===== src/rtl/lru_pr_pkg.sv =====
// Package for the LRU page replacement block: fixed field widths, reset values
// and the flag struct passed from the frame search to the top level. No dependencies.
`timescale 1ns / 1ps

package lru_pr_pkg;

  localparam int CFG_W      = 5;
  localparam int SLOT_OUT_W = 4;
  localparam int FAULT_W    = 32;

  localparam logic [CFG_W-1:0] FRAMES_RESET = 5'd16;

  typedef logic [CFG_W-1:0]   cfg_frames_t;
  typedef logic [FAULT_W-1:0] fault_t;

  // Outcome of the frame search for one access.
  typedef struct packed {
    logic hit;
    logic empty;
  } sel_flags_t;

endpackage


===== src/rtl/lru_pr_ifs.sv =====
// Valid/ready channel interfaces for page accesses and replacement results.
// Depends on lru_pr_pkg for the fixed result field widths.
`timescale 1ns / 1ps

interface lru_req_if #(
  parameter int PAGE_BITS = 16
);
  logic                 valid;
  logic                 ready;
  logic [PAGE_BITS-1:0] page_number;

  modport source (output valid, output page_number, input ready);
  modport sink (input valid, input page_number, output ready);
  modport monitor (input valid, input page_number, input ready);
endinterface

interface lru_rsp_if
  import lru_pr_pkg::*;
#(
  parameter int PAGE_BITS = 16
);
  logic                  valid;
  logic                  ready;
  logic                  hit;
  logic [SLOT_OUT_W-1:0] frame_slot;
  logic                  evicted_valid;
  logic [PAGE_BITS-1:0]  evicted_page;
  fault_t                fault_total;

  modport source (output valid, output hit, output frame_slot, output evicted_valid,
                  output evicted_page, output fault_total, input ready);
  modport sink (input valid, input hit, input frame_slot, input evicted_valid,
                input evicted_page, input fault_total, output ready);
  modport monitor (input valid, input hit, input frame_slot, input evicted_valid,
                   input evicted_page, input fault_total, input ready);
endinterface


===== src/rtl/lru_pr_select.sv =====
// Frame search for the LRU block: parallel page match, lowest empty frame and
// a comparison tree that finds the oldest frame. Depends on lru_pr_pkg.
`timescale 1ns / 1ps

module lru_pr_select
  import lru_pr_pkg::*;
#(
  parameter int MAX_FRAMES = 16,
  parameter int PAGE_BITS  = 16,
  parameter int SLOT_W     = 4
) (
  input  logic [PAGE_BITS-1:0]  page,
  input  logic [PAGE_BITS-1:0]  page_store [MAX_FRAMES],
  input  logic [MAX_FRAMES-1:0] slot_valid,
  input  logic [SLOT_W-1:0]     rank [MAX_FRAMES],
  input  logic [MAX_FRAMES-1:0] active,
  output sel_flags_t            flags,
  output logic [SLOT_W-1:0]     slot
);

  localparam int LVL    = $clog2(MAX_FRAMES);
  localparam int LEAVES = 1 << LVL;

  logic [MAX_FRAMES-1:0] match;
  logic [MAX_FRAMES-1:0] empty;
  logic [SLOT_W-1:0]     hit_slot;
  logic [SLOT_W-1:0]     empty_slot;

  logic              node_ok   [2*LEAVES];
  logic [SLOT_W-1:0] node_rank [2*LEAVES];
  logic [SLOT_W-1:0] node_idx  [2*LEAVES];

  always_comb begin
    hit_slot   = '0;
    empty_slot = '0;
    for (int i = 0; i < MAX_FRAMES; i++) begin
      match[i] = active[i] && slot_valid[i] && (page_store[i] == page);
      empty[i] = active[i] && !slot_valid[i];
    end
    // Scan downward so that the lowest index wins.
    for (int i = MAX_FRAMES - 1; i >= 0; i--) begin
      if (match[i]) begin
        hit_slot = SLOT_W'(i);
      end
      if (empty[i]) begin
        empty_slot = SLOT_W'(i);
      end
    end
  end

  // Heap-ordered tree: leaves sit at LEAVES+i, the root at node 1. On equal
  // ranks the left (lower index) side is kept.
  always_comb begin
    node_ok[0]   = 1'b0;
    node_rank[0] = '0;
    node_idx[0]  = '0;
    for (int i = 0; i < LEAVES; i++) begin
      node_idx[LEAVES+i] = SLOT_W'(i);
      if (i < MAX_FRAMES) begin
        node_ok[LEAVES+i]   = active[i];
        node_rank[LEAVES+i] = rank[i];
      end else begin
        node_ok[LEAVES+i]   = 1'b0;
        node_rank[LEAVES+i] = '0;
      end
    end
    for (int k = LEAVES - 1; k >= 1; k--) begin
      if (node_ok[2*k] && (!node_ok[2*k+1] || node_rank[2*k] >= node_rank[2*k+1])) begin
        node_ok[k]   = node_ok[2*k];
        node_rank[k] = node_rank[2*k];
        node_idx[k]  = node_idx[2*k];
      end else begin
        node_ok[k]   = node_ok[2*k+1];
        node_rank[k] = node_rank[2*k+1];
        node_idx[k]  = node_idx[2*k+1];
      end
    end
  end

  always_comb begin
    flags.hit   = |match;
    flags.empty = |empty;
    if (flags.hit) begin
      slot = hit_slot;
    end else if (flags.empty) begin
      slot = empty_slot;
    end else begin
      slot = node_idx[1];
    end
  end

endmodule


===== src/rtl/lru_page_replacement_top.sv =====
// Top level of the LRU page replacement block: input register, frame state,
// rank update and result register. Depends on lru_pr_pkg, lru_pr_ifs, lru_pr_select.
`timescale 1ns / 1ps
//
//  Channel   Dir  Handshake      Contents
//  req       in   valid/ready    page_number
//  rsp       out  valid/ready    hit, frame_slot, evicted_valid, evicted_page, fault_total
//  cfg       in   cfg_wr_en      cfg_wr_data = frames_in_use
//
//  An access moves from the input register to the result register, so the block takes one
//  transfer per cycle while rsp is not stalled; the frame search and rank update sit in that
//  stage. Synchronous reset empties all frames, clears ranks and the fault count and sets
//  frames_in_use to 16. When rsp is stalled the result holds and req takes one more access.

module lru_page_replacement_top
  import lru_pr_pkg::*;
#(
  parameter int MAX_FRAMES = 16,
  parameter int PAGE_BITS  = 16
) (
  input  logic             clk,
  input  logic             rst,
  input  logic             cfg_wr_en,
  input  cfg_frames_t      cfg_wr_data,
  lru_req_if.sink          req,
  lru_rsp_if.source        rsp
);

  localparam int SLOT_W = (MAX_FRAMES > 1) ? $clog2(MAX_FRAMES) : 1;
  localparam logic [SLOT_W-1:0] RANK_MAX = SLOT_W'(MAX_FRAMES - 1);

  cfg_frames_t           cfg_frames;
  logic                  in_valid;
  logic [PAGE_BITS-1:0]  in_page;
  logic [PAGE_BITS-1:0]  page_store [MAX_FRAMES];
  logic [MAX_FRAMES-1:0] slot_valid;
  logic [SLOT_W-1:0]     rank [MAX_FRAMES];
  logic [SLOT_W-1:0]     rank_next [MAX_FRAMES];
  fault_t                fault_count;
  fault_t                fault_count_next;
  logic                  out_valid;

  logic [7:0]            active_count;
  logic [MAX_FRAMES-1:0] active;
  sel_flags_t            flags;
  logic [SLOT_W-1:0]     slot;
  logic [SLOT_W-1:0]     old_rank;
  logic                  age_all;
  logic                  advance;
  logic [SLOT_W+3:0]     slot_wide;

  assign advance   = in_valid && (!out_valid || rsp.ready);
  assign req.ready = !in_valid || advance;
  assign rsp.valid = out_valid;

  // A count of zero behaves as one; counts above the frame total are clipped.
  always_comb begin
    if (cfg_frames == '0) begin
      active_count = 8'd1;
    end else if ({3'b000, cfg_frames} > 8'(MAX_FRAMES)) begin
      active_count = 8'(MAX_FRAMES);
    end else begin
      active_count = {3'b000, cfg_frames};
    end
    for (int i = 0; i < MAX_FRAMES; i++) begin
      active[i] = 8'(i) < active_count;
    end
  end

  lru_pr_select #(
    .MAX_FRAMES (MAX_FRAMES),
    .PAGE_BITS  (PAGE_BITS),
    .SLOT_W     (SLOT_W)
  ) u_select (
    .page       (in_page),
    .page_store (page_store),
    .slot_valid (slot_valid),
    .rank       (rank),
    .active     (active),
    .flags      (flags),
    .slot       (slot)
  );

  // Frames younger than the touched one age by one; filling an empty frame ages
  // every full active frame.
  always_comb begin
    old_rank = rank[slot];
    age_all  = !flags.hit && flags.empty;
    for (int i = 0; i < MAX_FRAMES; i++) begin
      rank_next[i] = rank[i];
      if (active[i] && slot_valid[i] && (SLOT_W'(i) != slot) &&
          (age_all || rank[i] < old_rank) && (rank[i] < RANK_MAX)) begin
        rank_next[i] = rank[i] + 1'b1;
      end
    end
    rank_next[slot] = '0;
  end

  always_comb begin
    fault_count_next = fault_count;
    if (!flags.hit && (fault_count != '1)) begin
      fault_count_next = fault_count + 1'b1;
    end
  end

  assign slot_wide = {4'b0000, slot};

  always_ff @(posedge clk) begin
    if (rst) begin
      cfg_frames  <= FRAMES_RESET;
      in_valid    <= 1'b0;
      out_valid   <= 1'b0;
      slot_valid  <= '0;
      fault_count <= '0;
      for (int i = 0; i < MAX_FRAMES; i++) begin
        rank[i] <= '0;
      end
    end else begin
      if (cfg_wr_en) begin
        cfg_frames <= cfg_wr_data;
      end
      if (req.valid && req.ready) begin
        in_valid <= 1'b1;
      end else if (advance) begin
        in_valid <= 1'b0;
      end
      if (advance) begin
        out_valid   <= 1'b1;
        fault_count <= fault_count_next;
        rank        <= rank_next;
        if (!flags.hit) begin
          slot_valid[slot] <= 1'b1;
        end
      end else if (rsp.ready) begin
        out_valid <= 1'b0;
      end
    end
  end

  // Payload registers.
  always_ff @(posedge clk) begin
    if (req.valid && req.ready) begin
      in_page <= req.page_number;
    end
    if (advance) begin
      if (!flags.hit) begin
        page_store[slot] <= in_page;
      end
      rsp.hit           <= flags.hit;
      rsp.frame_slot    <= slot_wide[SLOT_OUT_W-1:0];
      rsp.evicted_valid <= !flags.hit && !flags.empty;
      rsp.evicted_page  <= (!flags.hit && !flags.empty) ? page_store[slot] : '0;
      rsp.fault_total   <= fault_count_next;
    end
  end

endmodule


===== src/flat_wrapper.sv =====
// flat-port wrapper written by rule: the top's interface ports become plain ports
module lru_page_replacement_top_flat import lru_pr_pkg::*;
#(
  parameter int MAX_FRAMES = 16,
  parameter int PAGE_BITS  = 16
)
  (clk, rst, cfg_wr_en, cfg_wr_data, req_valid, req_page_number, req_ready, rsp_valid, rsp_hit, rsp_frame_slot, rsp_evicted_valid, rsp_evicted_page, rsp_fault_total, rsp_ready);
  lru_req_if #(.PAGE_BITS(PAGE_BITS)) req_i ();
  lru_rsp_if #(.PAGE_BITS(PAGE_BITS)) rsp_i ();
  input  logic clk;
  input  logic rst;
  input  logic cfg_wr_en;
  input  cfg_frames_t cfg_wr_data;
  input wire logic [$bits(req_i.valid)-1:0] req_valid;
  input wire logic [$bits(req_i.page_number)-1:0] req_page_number;
  output wire logic [$bits(req_i.ready)-1:0] req_ready;
  output wire logic [$bits(rsp_i.valid)-1:0] rsp_valid;
  output wire logic [$bits(rsp_i.hit)-1:0] rsp_hit;
  output wire logic [$bits(rsp_i.frame_slot)-1:0] rsp_frame_slot;
  output wire logic [$bits(rsp_i.evicted_valid)-1:0] rsp_evicted_valid;
  output wire logic [$bits(rsp_i.evicted_page)-1:0] rsp_evicted_page;
  output wire logic [$bits(rsp_i.fault_total)-1:0] rsp_fault_total;
  input wire logic [$bits(rsp_i.ready)-1:0] rsp_ready;
  assign req_i.valid = req_valid;
  assign req_i.page_number = req_page_number;
  assign req_ready = req_i.ready;
  assign rsp_valid = rsp_i.valid;
  assign rsp_hit = rsp_i.hit;
  assign rsp_frame_slot = rsp_i.frame_slot;
  assign rsp_evicted_valid = rsp_i.evicted_valid;
  assign rsp_evicted_page = rsp_i.evicted_page;
  assign rsp_fault_total = rsp_i.fault_total;
  assign rsp_i.ready = rsp_ready;
  lru_page_replacement_top #(.MAX_FRAMES(MAX_FRAMES), .PAGE_BITS(PAGE_BITS)) u_core (.clk(clk), .rst(rst), .cfg_wr_en(cfg_wr_en), .cfg_wr_data(cfg_wr_data), .req(req_i), .rsp(rsp_i));
endmodule

===== config.mk =====
export PLATFORM = sky130hd
export DESIGN_NAME = lru_page_replacement_top_flat
export DESIGN_NICKNAME = d
export VERILOG_FILES = /design/src/rtl/lru_pr_pkg.sv /design/src/rtl/lru_pr_ifs.sv /design/src/rtl/lru_pr_select.sv /design/src/rtl/lru_page_replacement_top.sv /design/src/flat_wrapper.sv
export SDC_FILE = /design/constraint.sdc
export NUM_CORES = 1
export LEC_CHECK = 0
export ABC_CLOCK_PERIOD_IN_PS = 20600
export BUFFER_PORTS_ARGS = -buffer_cell sky130_fd_sc_hd__buf_2
export CELL_PAD_IN_SITES_DETAIL_PLACEMENT = 1
export CELL_PAD_IN_SITES_GLOBAL_PLACEMENT = 1
export CORE_MARGIN = 2
export CORE_UTILIZATION = 54
export CTS_CLUSTER_SIZE = 12
export DETAILED_ROUTE_END_ITERATION = 8
export GPL_TIMING_DRIVEN = 1
export PLACE_DENSITY = 0.95
export RECOVER_POWER = 25
export SLEW_MARGIN = 10
export SYNTH_ARGS = -nofsm -noshare
export SYNTH_HDL_FRONTEND = slang
export SYNTH_SLANG_ARGS = --single-unit

===== constraint.sdc =====
create_clock -name clk -period 20.6 [get_ports clk]
set_input_delay 1.03 -clock clk [delete_from_list [all_inputs] [get_ports clk]]
set_output_delay 1.03 -clock clk [all_outputs]
set_load 0.1 [all_outputs]

==> results.txt <==
most used cell, CP: nand2_1
Main synth FF type: edfxtp_1
I/O pin total: 82
Die ar.: 51410 um2
post-cts resize count: 0
Post-synth EDFFs: 326
Worst path max stage delay: 0.90 ns
Root Driver: clkbuf_16
Inserted Diodes: 0
post-CTS setup buffer count: 0
slowest CP cell: dfxtp_1
first-pass GRT wire length: 148400 um
synth warn: 0
register bit count reported by yosys: 445
WL per Instance: 28.75 um
WS Path Type: flop to flop
vias after detailed routing: 23400
Cell Count, Final, Fillers Out: 3430
CP startpoint: u_core.cfg_frames[4]$_SDFFE_PP1P_
Worst R2R Start: u_core.cfg_frames[4]$_SDFFE_PP1P_
Max Cap Viol: 13
Max rail drop VDD: 0.07001 mV
Bufs and invs on worst path: 2
Post-DP HPWL: 65470 um
CP endpoint: u_core.rank[63]$_SDFFE_PP0P_
Overflow after GRT: 0
routed wire length: 98630 um
Worst-path clk slew: 0.06 ns
Post-Syn Area: 26790 um2
cts hold-fix bufs: 0
Placed Cells: 3347
max_slew headroom: -73.79%
Critical Path Fanout Max: 26
RSZ-0062 raised after global routing: no
gr usage total: 38.34%
Iter 0 DRT Violations: 2513
# clock sinks: 445
width of the die: 226.7 um
CTS HTree Levels: 2
Crit. path cell count: 38
R2R depth: 38
failing checks: capacitance limit, slew limit
largest net degree at the start of global routing: 131
Clock Path Buffers: 3
Finished Core Util: 59.72%
TritonCTS clock tree: yes
Initial Utilization: 54.73%
Worst setup EP type: flop
R2R Setup Slk: 8.77 ns
worst hold margin: 0.5096 ns
drc violations: 0
post-synthesis sequential area ratio: 45.43%
Leak: 0.01151 uW
Mapped Cells: 2681
Post-DRT Antenna Nets: 0
filler instances: 5333
Rows: 81
Fmax: 84.51 MHz
total CTS buffers: 48
min-delay worst type: flop to flop
Sequential cell area: 12170 um2
drt first pass iters: 8
fin crit share: 57.44%
status: finished, violations left
Slew Limit Fails: 429
Final Skew: 0.03322 ns
Critical Path Source Type: flop
Final nets: 2884
Die H: 226.7 um
area of the core: 48950 um2
Final Setup Violations: 0
synth unique cells: 87
Multi-input gate area: 13710 um2
fin crit period: 11.83 ns
Area Overhead vs Synth: 9.126%
r2r endpoint: u_core.rank[63]$_SDFFE_PP0P_
setup_tns: 0 ns
PwrDens: 70.14 nW/um2
worst skew pair latency: 0.63 ns
final hold vios: 0
gpl congestion: 0.9693
initial antenna violation count: 3
WP data arrival: 12.38 ns
Avg Vias per Cell: 6.823
Worst-Margin Slew: 2.607 ns
IO Port Bufs: 81
Avg Synthesized Cell Area: 9.993 um2
vias in the first global route: 24800
asr flop ratio synth: 0%
Crit path required time: 21.15 ns
Crit path max-delay family: compound AO/OA/AOI/OAI gates
total power: 2051 uW
share of layout cells above drive strength 1: 8.315%
syn nets: 2832
## registers in the layout, indices dropped and copies added (netlist names)
signal and flops:
u_core.cfg_frames 5, u_core.fault_count 32, u_core.in_page 16, u_core.in_valid 1, u_core.page_store 256, u_core.rank 64
u_core.rsp.evicted_page 16, u_core.rsp.evicted_valid 1, u_core.rsp.fault_total 32, u_core.rsp.frame_slot 4, u_core.rsp.hit 1, u_core.rsp.valid 1
u_core.slot_valid 16
## cell families (layout without fill, tap and decap cells)
kind of cell	after synthesis	after routing	share of synthesized area [%]
DFF	445	445	45.43
xor gates and xnor gates	332	332	10.85
and+or+nand+nor	969	969	17.64
buffers and inverters	217	302	3.573
muxes	177	177	6.632
adders and majority gates	125	125	5.838
AOI/OAI and AO/OA	416	416	10.03
## worst min-delay path: stages (launching register included)
cell and delay, ns:
dfxtp_1 0.33, nor2_1 0.10, nor2_1 0.04
## layout make-up
cell class                 instances  share of cell area [%]
clock buffer                      65                   4.537
clock inverter                    18                  0.4109
inverter                          88                   1.134
multi-input combinational       2019                   46.90
sequential                       445                   41.63
tap                              664                   2.842
timing repair buffer             131                   2.542
## cell usage after synthesis, types with 8 or more instances
cell / instances / area (um2)
o2111ai_1: 8 / 70.07
xnor2_1: 96 / 840.8
dfxtp_1: 119 / 2382
clkbuf_1: 63 / 236.5
mux2i_1: 173 / 1732
nand2b_1: 28 / 175.2
and2_1: 23 / 143.9
nor2b_1: 8 / 50.05
nor2_1: 191 / 716.9
or2_2: 8 / 50.05
a31oi_1: 20 / 125.1
buf_1: 23 / 86.33
a31o_2: 12 / 105.1
buf_4: 18 / 135.1
o21ai_0: 109 / 545.5
ha_1: 125 / 1564
o211ai_1: 30 / 225.2
or3_1: 36 / 225.2
nand4_1: 24 / 150.1
or4_1: 8 / 60.06
nand2_1: 298 / 1119
inv_1: 88 / 330.3
nand3_1: 156 / 780.8
buf_2: 18 / 90.09
xor2_1: 236 / 2067
edfxtp_1: 326 / 9789
and3_1: 28 / 175.2
nor4_1: 72 / 450.4
a21oi_1: 103 / 515.5
nor3_1: 49 / 245.2
a211oi_1: 14 / 105.1
o21a_1: 32 / 240.2
## where the power goes
group	total [uW]	switching [uW]	internal, uW	leakage, uW
Clock	832	381	451	0.000701
Sequential	984	11.7	972	0.00393
Combinational	235	175	60.2	0.00688
Total	2050	568	1480	0.0115
## metal layers
| layer | part of all wire (%) | GRT usage, % | vias to the layer above |
|---|---|---|---|
| met2 | 47 | 63.41 | 1572 |
| met5 | 0.013 | 0 | - |
| met3 | 9.3 | 7.969 | 498 |
| li1 | - | - | 9826 |
| met4 | 7.4 | 25.21 | 2 |
| met1 | 36 | 45.18 | 11500 |
## cell usage in the layout, fill, tap and decap left out, types with 30 or more instances in the layout
cell	n
a21oi_1	101
buf_2	80
buf_4	36
clkbuf_16	49
dfxtp_1	119
edfxtp_1	326
ha_1	125
inv_1	86
mux2i_1	173
nand2_1	297
nand3_1	156
nor2_1	191
nor3_1	47
nor4_1	71
o211ai_1	30
o21a_1	32
o21ai_0	109
or3_1	36
xnor2_1	96
xor2_1	236
## worst min-delay path by stage
| stage | cells past startpoint | startpoint | slack, ns | endpoint |
|---|---|---|---|---|
| 6_report | 2 | u_core.slot_valid[10]$_SDFFE_PP0P_ | 0.51 | u_core.slot_valid[10]$_SDFFE_PP0P_ |
| 5_1_grt | 2 | u_core.slot_valid[10]$_SDFFE_PP0P_ | 0.55 | u_core.slot_valid[10]$_SDFFE_PP0P_ |
| 4_1_cts | 2 | u_core.slot_valid[10]$_SDFFE_PP0P_ | 0.51 | u_core.slot_valid[10]$_SDFFE_PP0P_ |
| 3_5_place_dp | 2 | u_core.slot_valid[10]$_SDFFE_PP0P_ | 0.50 | u_core.slot_valid[10]$_SDFFE_PP0P_ |
| 3_3_place_gp | 2 | u_core.slot_valid[10]$_SDFFE_PP0P_ | 0.48 | u_core.slot_valid[10]$_SDFFE_PP0P_ |
| 2_1_floorplan | 2 | u_core.slot_valid[10]$_SDFFE_PP0P_ | 0.46 | u_core.slot_valid[10]$_SDFFE_PP0P_ |
## per-stage QoR
step	worst slack (ns)	cell area (um2)
after CTS	9.119	29280
after floorplan	10.01	26790
final	8.767	29240
after detailed placement	9.276	27840
after global placement	9.747	27840
after global routing	7.872	29240
(Power assumes the default switching activity.)
